## src/hdl/srl_pkg.sv

```systemverilog
`timescale 1ns / 1ps
// ----------------------------------------------------------------------------
// srl_pkg: shared types and constants of the sorted record list
// Record layout, result bundle and item mode codes.
// ----------------------------------------------------------------------------
package srl_pkg;

  localparam int DEFAULT_LIST_DEPTH = 64;

  localparam int MINUTE_W = 11;
  localparam int LIGHT_W  = 4;
  localparam int CARS_W   = 10;
  localparam int INDEX_W  = 6;
  localparam int HELD_W   = 7;

  // item modes
  localparam logic [1:0] MODE_INSERT = 2'd0;
  localparam logic [1:0] MODE_READ   = 2'd1;
  localparam logic [1:0] MODE_CLEAR  = 2'd2;

  typedef struct packed {
    logic [MINUTE_W-1:0] minute;
    logic [LIGHT_W-1:0]  light;
    logic [CARS_W-1:0]   cars;
  } entry_t;

  typedef struct packed {
    logic                entry_valid;
    logic [MINUTE_W-1:0] minute;
    logic [LIGHT_W-1:0]  light;
    logic [CARS_W-1:0]   cars;
    logic [HELD_W-1:0]   held;
    logic                dropped;
  } res_t;

endpackage

```

## src/hdl/srl_mem.sv

```systemverilog
`timescale 1ns / 1ps
// ----------------------------------------------------------------------------
// srl_mem: entry storage
// One write port, one read port, read data registered.
// ----------------------------------------------------------------------------
module srl_mem #(
  parameter int LIST_DEPTH = srl_pkg::DEFAULT_LIST_DEPTH,
  localparam int AW = (LIST_DEPTH > 1) ? $clog2(LIST_DEPTH) : 1
) (
  input  logic            clk,
  input  logic            we,
  input  logic [AW-1:0]   waddr,
  input  srl_pkg::entry_t wdata,
  input  logic            re,
  input  logic [AW-1:0]   raddr,
  output srl_pkg::entry_t rdata
);
  import srl_pkg::*;

  entry_t mem [LIST_DEPTH];

  always_ff @(posedge clk) begin
    if (we) begin
      mem[waddr] <= wdata;
    end
    if (re) begin
      rdata <= mem[raddr];
    end
  end

endmodule

```

## src/hdl/srl_seq.sv

```systemverilog
`timescale 1ns / 1ps
// ----------------------------------------------------------------------------
// srl_seq: list sequencer
// Decodes items, walks the list from the tail shifting entries down one slot
// per cycle, and builds the result.
// ----------------------------------------------------------------------------
module srl_seq #(
  parameter int LIST_DEPTH = srl_pkg::DEFAULT_LIST_DEPTH,
  localparam int AW = (LIST_DEPTH > 1) ? $clog2(LIST_DEPTH) : 1
) (
  input  logic                         clk,
  input  logic                         rst,
  input  logic                         in_valid,
  output logic                         in_ready,
  input  logic [1:0]                   mode,
  input  srl_pkg::entry_t              in_rec,
  input  logic [srl_pkg::INDEX_W-1:0]  read_index,
  input  logic                         out_free,
  output logic                         done,
  output srl_pkg::res_t                res,
  output logic                         mem_we,
  output logic [AW-1:0]                mem_waddr,
  output srl_pkg::entry_t              mem_wdata,
  output logic                         mem_re,
  output logic [AW-1:0]                mem_raddr,
  input  srl_pkg::entry_t              mem_rdata
);
  import srl_pkg::*;

  localparam int CW   = $clog2(LIST_DEPTH + 1);
  localparam int CMPW = (CW > INDEX_W) ? CW : INDEX_W;
  localparam int TW   = (CW > HELD_W) ? CW : HELD_W;

  typedef enum logic [5:0] {
    ST_IDLE = 6'b000001,
    ST_FULL = 6'b000010,
    ST_WALK = 6'b000100,
    ST_PUT  = 6'b001000,
    ST_RD   = 6'b010000,
    ST_FIN  = 6'b100000
  } state_t;

  state_t         state, state_next;
  logic [AW-1:0]  k, k_next;
  entry_t         rec, rec_next;
  logic [CW-1:0]  total, total_next;
  res_t           res_r, res_next;

  logic [AW-1:0]   km1;
  logic [CMPW-1:0] idx_ext;
  logic            read_hit;
  logic            full;
  logic [TW-1:0]   total_ext;

  assign km1       = k - AW'(1);
  assign idx_ext   = CMPW'(read_index);
  assign read_hit  = (idx_ext < CMPW'(total)) && (idx_ext < CMPW'(LIST_DEPTH));
  assign full      = (total == CW'(LIST_DEPTH));
  assign total_ext = TW'(total);
  assign in_ready  = (state == ST_IDLE);

  always_comb begin
    res      = res_r;
    res.held = total_ext[HELD_W-1:0];
  end

  always_comb begin
    state_next = state;
    k_next     = k;
    rec_next   = rec;
    total_next = total;
    res_next   = res_r;
    mem_we     = 1'b0;
    mem_waddr  = k;
    mem_wdata  = rec;
    mem_re     = 1'b0;
    mem_raddr  = km1;
    done       = 1'b0;
    case (state)
      ST_IDLE: begin
        if (in_valid) begin
          res_next   = '0;
          state_next = ST_FIN;
          case (mode)
            MODE_INSERT: begin
              rec_next = in_rec;
              if (full) begin
                res_next.dropped = 1'b1;
                k_next     = AW'(LIST_DEPTH - 1);
                mem_re     = 1'b1;
                mem_raddr  = AW'(LIST_DEPTH - 1);
                state_next = ST_FULL;
              end else if (total == '0) begin
                k_next     = '0;
                total_next = total + CW'(1);
                state_next = ST_PUT;
              end else begin
                k_next     = total[AW-1:0];
                mem_re     = 1'b1;
                mem_raddr  = total[AW-1:0] - AW'(1);
                total_next = total + CW'(1);
                state_next = ST_WALK;
              end
            end
            MODE_READ: begin
              if (read_hit) begin
                mem_re     = 1'b1;
                mem_raddr  = idx_ext[AW-1:0];
                state_next = ST_RD;
              end
            end
            MODE_CLEAR: begin
              total_next = '0;
            end
            default: begin
            end
          endcase
        end
      end
      ST_FULL: begin
        // tail entry larger than the new record: the record itself falls out
        if (mem_rdata.cars > rec.cars) begin
          state_next = ST_FIN;
        end else if (k == '0) begin
          state_next = ST_PUT;
        end else begin
          mem_re     = 1'b1;
          mem_raddr  = km1;
          state_next = ST_WALK;
        end
      end
      ST_WALK: begin
        // mem_rdata holds entry k-1
        mem_we = 1'b1;
        if (mem_rdata.cars > rec.cars) begin
          state_next = ST_FIN;
        end else begin
          mem_wdata = mem_rdata;
          k_next    = km1;
          if (km1 == '0) begin
            state_next = ST_PUT;
          end else begin
            mem_re    = 1'b1;
            mem_raddr = km1 - AW'(1);
          end
        end
      end
      ST_PUT: begin
        mem_we     = 1'b1;
        state_next = ST_FIN;
      end
      ST_RD: begin
        res_next.entry_valid = 1'b1;
        res_next.minute      = mem_rdata.minute;
        res_next.light       = mem_rdata.light;
        res_next.cars        = mem_rdata.cars;
        state_next           = ST_FIN;
      end
      ST_FIN: begin
        if (out_free) begin
          done       = 1'b1;
          state_next = ST_IDLE;
        end
      end
      default: begin
        state_next = ST_IDLE;
      end
    endcase
  end

  always_ff @(posedge clk) begin
    if (rst) begin
      state <= ST_IDLE;
      total <= '0;
    end else begin
      state <= state_next;
      total <= total_next;
    end
    k     <= k_next;
    rec   <= rec_next;
    res_r <= res_next;
  end

  a_total_bound: assert property (@(posedge clk) disable iff (rst)
    total <= CW'(LIST_DEPTH))
    else $error("entry count above list depth");

  a_write_state: assert property (@(posedge clk) disable iff (rst)
    mem_we |-> (state == ST_WALK || state == ST_PUT))
    else $error("memory write outside insert walk");

  a_walk_index: assert property (@(posedge clk) disable iff (rst)
    (state == ST_WALK) |-> (k != '0))
    else $error("walk reached slot zero");

  a_done_idle: assert property (@(posedge clk) disable iff (rst)
    done |=> (state == ST_IDLE))
    else $error("sequencer did not return to idle after result");

endmodule

```

## src/hdl/sorted_record_list.sv

```systemverilog
`timescale 1ns / 1ps
// ----------------------------------------------------------------------------
// sorted_record_list: traffic records kept sorted by car count
// Insert, read by index and clear on a list held in one synchronous memory.
// ----------------------------------------------------------------------------
//
//  Channel  Dir  Signals                     Carries
//  s_*      in   s_tvalid/s_tready/s_tdata   item: mode on s_tuser, record,
//                s_tuser                     read index on s_tdata
//  m_*      out  m_tvalid/m_tready/m_tdata   result: entry_valid on m_tuser,
//                m_tuser                     entry, count, drop flag
//
//  The insert walk moves one entry per cycle through the single memory write
//  port. A read past the end skips the memory fetch; clear and unused modes
//  go straight to the result state.
//  One item is in work at a time; s_tready is high only while idle.
//  Reset (rst, synchronous) empties the list; entry contents are not cleared.
//  A result waiting on m_tready does not block the next transfer in, the
//  sequencer holds its finished result until the output register frees.
//
module sorted_record_list #(
  parameter int LIST_DEPTH = srl_pkg::DEFAULT_LIST_DEPTH
) (
  input  logic        clk,
  input  logic        rst,
  input  logic        s_tvalid,
  output logic        s_tready,
  // [10:0] minute_of_day, [14:11] light_number, [24:15] car_count,
  // [30:25] read_index, [31] zero
  input  logic [31:0] s_tdata,
  // [1:0] mode
  input  logic [1:0]  s_tuser,
  output logic        m_tvalid,
  input  logic        m_tready,
  // [10:0] minute_out, [14:11] light_out, [24:15] cars_out,
  // [31:25] entries_held, [32] dropped, [39:33] zero
  output logic [39:0] m_tdata,
  // [0] entry_valid
  output logic        m_tuser
);
  import srl_pkg::*;

  localparam int AW = (LIST_DEPTH > 1) ? $clog2(LIST_DEPTH) : 1;

  entry_t          in_rec;
  logic [INDEX_W-1:0] read_index;
  logic            out_free;
  logic            done;
  res_t            res;
  res_t            out_reg;

  logic            mem_we;
  logic [AW-1:0]   mem_waddr;
  entry_t          mem_wdata;
  logic            mem_re;
  logic [AW-1:0]   mem_raddr;
  entry_t          mem_rdata;

  // unpack the input transfer
  assign in_rec.minute = s_tdata[10:0];
  assign in_rec.light  = s_tdata[14:11];
  assign in_rec.cars   = s_tdata[24:15];
  assign read_index    = s_tdata[30:25];

  // output slot free now or at this edge
  assign out_free = !m_tvalid || m_tready;

  srl_seq #(
    .LIST_DEPTH(LIST_DEPTH)
  ) u_seq (
    .clk        (clk),
    .rst        (rst),
    .in_valid   (s_tvalid),
    .in_ready   (s_tready),
    .mode       (s_tuser),
    .in_rec     (in_rec),
    .read_index (read_index),
    .out_free   (out_free),
    .done       (done),
    .res        (res),
    .mem_we     (mem_we),
    .mem_waddr  (mem_waddr),
    .mem_wdata  (mem_wdata),
    .mem_re     (mem_re),
    .mem_raddr  (mem_raddr),
    .mem_rdata  (mem_rdata)
  );

  srl_mem #(
    .LIST_DEPTH(LIST_DEPTH)
  ) u_mem (
    .clk   (clk),
    .we    (mem_we),
    .waddr (mem_waddr),
    .wdata (mem_wdata),
    .re    (mem_re),
    .raddr (mem_raddr),
    .rdata (mem_rdata)
  );

  // output register: loaded when the sequencer finishes, held until taken
  always_ff @(posedge clk) begin
    if (rst) begin
      m_tvalid <= 1'b0;
    end else if (done) begin
      m_tvalid <= 1'b1;
    end else if (m_tready) begin
      m_tvalid <= 1'b0;
    end
    if (done) begin
      out_reg <= res;
    end
  end

  assign m_tdata = {7'd0, out_reg.dropped, out_reg.held, out_reg.cars,
                    out_reg.light, out_reg.minute};
  assign m_tuser = out_reg.entry_valid;

endmodule

```

## config.mk

```make
export PLATFORM = sky130hd
export DESIGN_NAME = sorted_record_list
export DESIGN_NICKNAME = d
export VERILOG_FILES = /design/src/hdl/srl_pkg.sv /design/src/hdl/srl_mem.sv /design/src/hdl/srl_seq.sv /design/src/hdl/sorted_record_list.sv
export SDC_FILE = /design/constraint.sdc
export NUM_CORES = 2
export LEC_CHECK = 0
export BUFFER_PORTS_ARGS = -buffer_cell sky130_fd_sc_hd__buf_2
export CAP_MARGIN = 10
export CORE_UTILIZATION = 55
export DETAILED_ROUTE_END_ITERATION = 8
export PLACE_DENSITY_LB_ADDON = 0.3
export RECOVER_POWER = 50
export SLEW_MARGIN = 20
export SYNTH_ARGS = -nofsm -noshare
export SYNTH_HDL_FRONTEND = slang
export SYNTH_SLANG_ARGS = --single-unit
```

## constraint.sdc

```tcl
create_clock -name clk -period 6.35 [get_ports clk]
set_input_delay 0.635 -clock clk [delete_from_list [all_inputs] [get_ports clk]]
set_output_delay 0.635 -clock clk [all_outputs]
set_load 0.005 [all_outputs]
```

==> results_dict.tcl <==
set metrics [dict create \
    finalSetupTns_ns 0 \
    layout-drive-gt1-share_pct 10.9 \
    die_area_um2 127000 \
    worstSkewPairLatency_ns 0.82 \
    place_congestion 0.900 \
    vias 43000 \
    die-height_um 357 \
    drc 0 \
    muxShareOfSynthArea_pct 3.95 \
    rsz0062_at_grt "no" \
    post-route-period-util_pct 90.2 \
    slew-limit-headroom_pct -114 \
    io_buffers 72 \
    rows 129 \
    netlist_instances 4785 \
    synth-xor-area-share_pct 0.177 \
    synth.ff_latch_count 1731 \
    multiInputGateArea_um2 16000 \
    p_leak_nw 26.0 \
    async_flop_share_pct 0 \
    tritoncts "yes" \
    synth_compound_area_share_pct 7.05 \
    path_class "reg2reg" \
    num-nets-final 5015 \
    ir_drop_mv 0.312 \
    grt_antenna_before_repair 3 \
    hold_violations 0 \
    ys.flop_type "edfxtp_1" \
    synthSimpleGateAreaFrac_pct 11.0 \
    register_area_um2 51800 \
    setup_slack_ns 0.622 \
    slew_violations 1556 \
    cap_violations 61 \
    grt_pass1_vias 41200 \
    fin_crit_ns 5.73 \
    required_ns 6.86 \
    powerDensity_nw_per_um2 334 \
    drtIter0Drc 5918 \
    post-place-ws_ns 0.795 \
    hp-class "in2reg" \
    syn_to_final_growth_pct 11.8 \
    post_dp_cell_area_um2 72400 \
    wl_per_cell_um 27.8 \
    cts-root-buf "clkbuf_16" \
    end_kind "flop" \
    finalPower_mw 25.9 \
    final_cell_mix "edfxtp_1, nand2_1, mux2i_1" \
    violations "capacitance limit, slew limit" \
    grt_pass1_wl_mm 269 \
    ant_nets 0 \
    post_cts_buffers 0 \
    yosysSeqAreaShare_pct 74.8 \
    via_per_inst 6.39 \
    wirelength_mm 187 \
    max_freq_mhz 175 \
    ys_types 92 \
    core-area_um2 124000 \
    hold_slack_ns 0.0389 \
    syn-mean-instance-area_um2 14.5 \
    fillCellCount 8938 \
    htreeDepth 4 \
    clk_path_buf_depth 3 \
    critPathArrivalTime_ns 6.24 \
    worstSetupStartpointType "flop" \
    synth_enable_flop_cells 1717 \
    finalNonFillerCells 6735 \
    final_cell_area_um2 77500 \
    clock-sinks 1731 \
    setup_viol 0 \
    synth_warnings 0 \
    place_inst 6409 \
    synth_top_family_by_area "simple AND/OR/NAND/NOR gates" \
    die_x_um 357 \
    place_hpwl_mm 108 \
    start_util_pct 55.8 \
    cts_buffers 167 \
    clkTransAtPathRegs_ns 0.06 \
    cts.repair.resized 0 \
    worstMarginPinSlew_ns 3.17 \
    final_util_pct 62.4 \
    cts.hold.buffers_added 16 \
    synthAdderAreaFrac_pct 0.343 \
    finClkSkew_ns 0.0242 \
    path_max_fanout 32 \
    outcome "finished, violations left" \
    grt_util_all_layers_pct 29.2 \
    grt_overflow_total 0 \
    drt_pass1_iterations 7 \
    grt_max_degree 102 \
    io_pins 81 \
    syn-cell-area_um2 69300 \
    final_common_cell "edfxtp_1" \
]
layout make-up:
cell class	instances	area share, %
antenna	3	0.00969
clock buffer	206	5.68
clock inverter	100	1.13
inverter	27	0.131
multi-input combinational	2726	20.6
sequential	1731	66.9
tap	1637	2.64
timing repair buffer	305	2.94
Yosys cell counts (7+ instances only):
cell,n,area (um^2)
inv_1,25,93.8
o22ai_1,28,175
nand3b_1,7,52.6
buf_1,12,45.0
dfxtp_1,14,280
o2111ai_1,25,219
o31ai_1,25,188
and2_1,31,194
a21oi_1,112,561
buf_2,132,661
nor2_1,119,447
buf_6,27,304
edfxtp_1,1717,51600
nor3_1,14,70.1
nand2_1,1154,4330
xnor2_1,10,87.6
and3_1,98,613
a31oi_1,71,444
nand3_1,247,1240
a32oi_1,210,1840
a22oi_1,27,203
o21ai_1,18,90.1
nor2b_1,9,56.3
nor4_1,25,156
a211oi_1,8,60.1
a311o_1,22,220
ha_1,19,238
nand4_1,12,75.1
mux2i_1,271,2710
clkbuf_1,85,319
buf_4,48,360
o21ai_0,47,235
state kept, by name, summed over array words and instances, names as in the netlist, 6 cells and up:
name             flops
m_tdata             33
u_mem.mem         1600
u_mem.rdata         25
u_seq.mem_waddr      6
u_seq.rec           25
u_seq.res           27
u_seq.state          6
u_seq.total          7
power breakdown:
part	total [mW]	switching [mW]	leakage, nW	internal [mW]
clock	9.63	4.24	2.57	5.39
combinational	3.58	2.55	7.82	1.04
sequential	12.7	0.0337	15.6	12.6
per-layer routing:
layer  track usage [%]  share of wire [%]  vias to the layer above
met5                 0                  0                        -
met4              14.4                4.9                        0
met3              5.61                 11                      439
met2              46.1                 47                     2607
met1              39.1                 37                    21500
li1                  -                  -                    18500
critical path: stages, from the launching register on:
cell and delay (ns):
edfxtp_1 0.41, ha_1 0.35, a21oi_1 0.15, o21ai_0 0.20, o22ai_1 0.63, o211a_4 0.61
a221o_1 0.56, nand2_8 0.30, nor2_4 0.63, buf_12 0.26, a32oi_1 0.12, and3_1 0.20
nor4_1 0.76, o31ai_1 0.22
logic make-up (layout without fill, tap and decap cells):
logic type               count (synthesis)  count (layout)
other                                    1              10
multiplexers                           273             273
XOR/XNOR                                14              14
AO/OA/AOI/OAI                          653             653
buffers and inverters                  334             638
adder cells (fa/ha/maj)                 19              19
AND/OR/NAND/NOR                       1760            1760
flip-flops                            1731            1731
final timing paths:
path	startpoint	depth (start not counted)	to	slack, ns
worst max-delay path	u_mem.rdata[9]	13	u_mem.rdata[18]	0.62
worst min-delay path	s_tdata[5]	1	u_seq.rec[19]	0.04
worst max register to register	u_mem.rdata[9]	13	u_mem.rdata[18]	0.62
worst min register to register	u_seq.res[13]	0	m_tdata[20]	0.42
(Power assumes the default switching activity.)
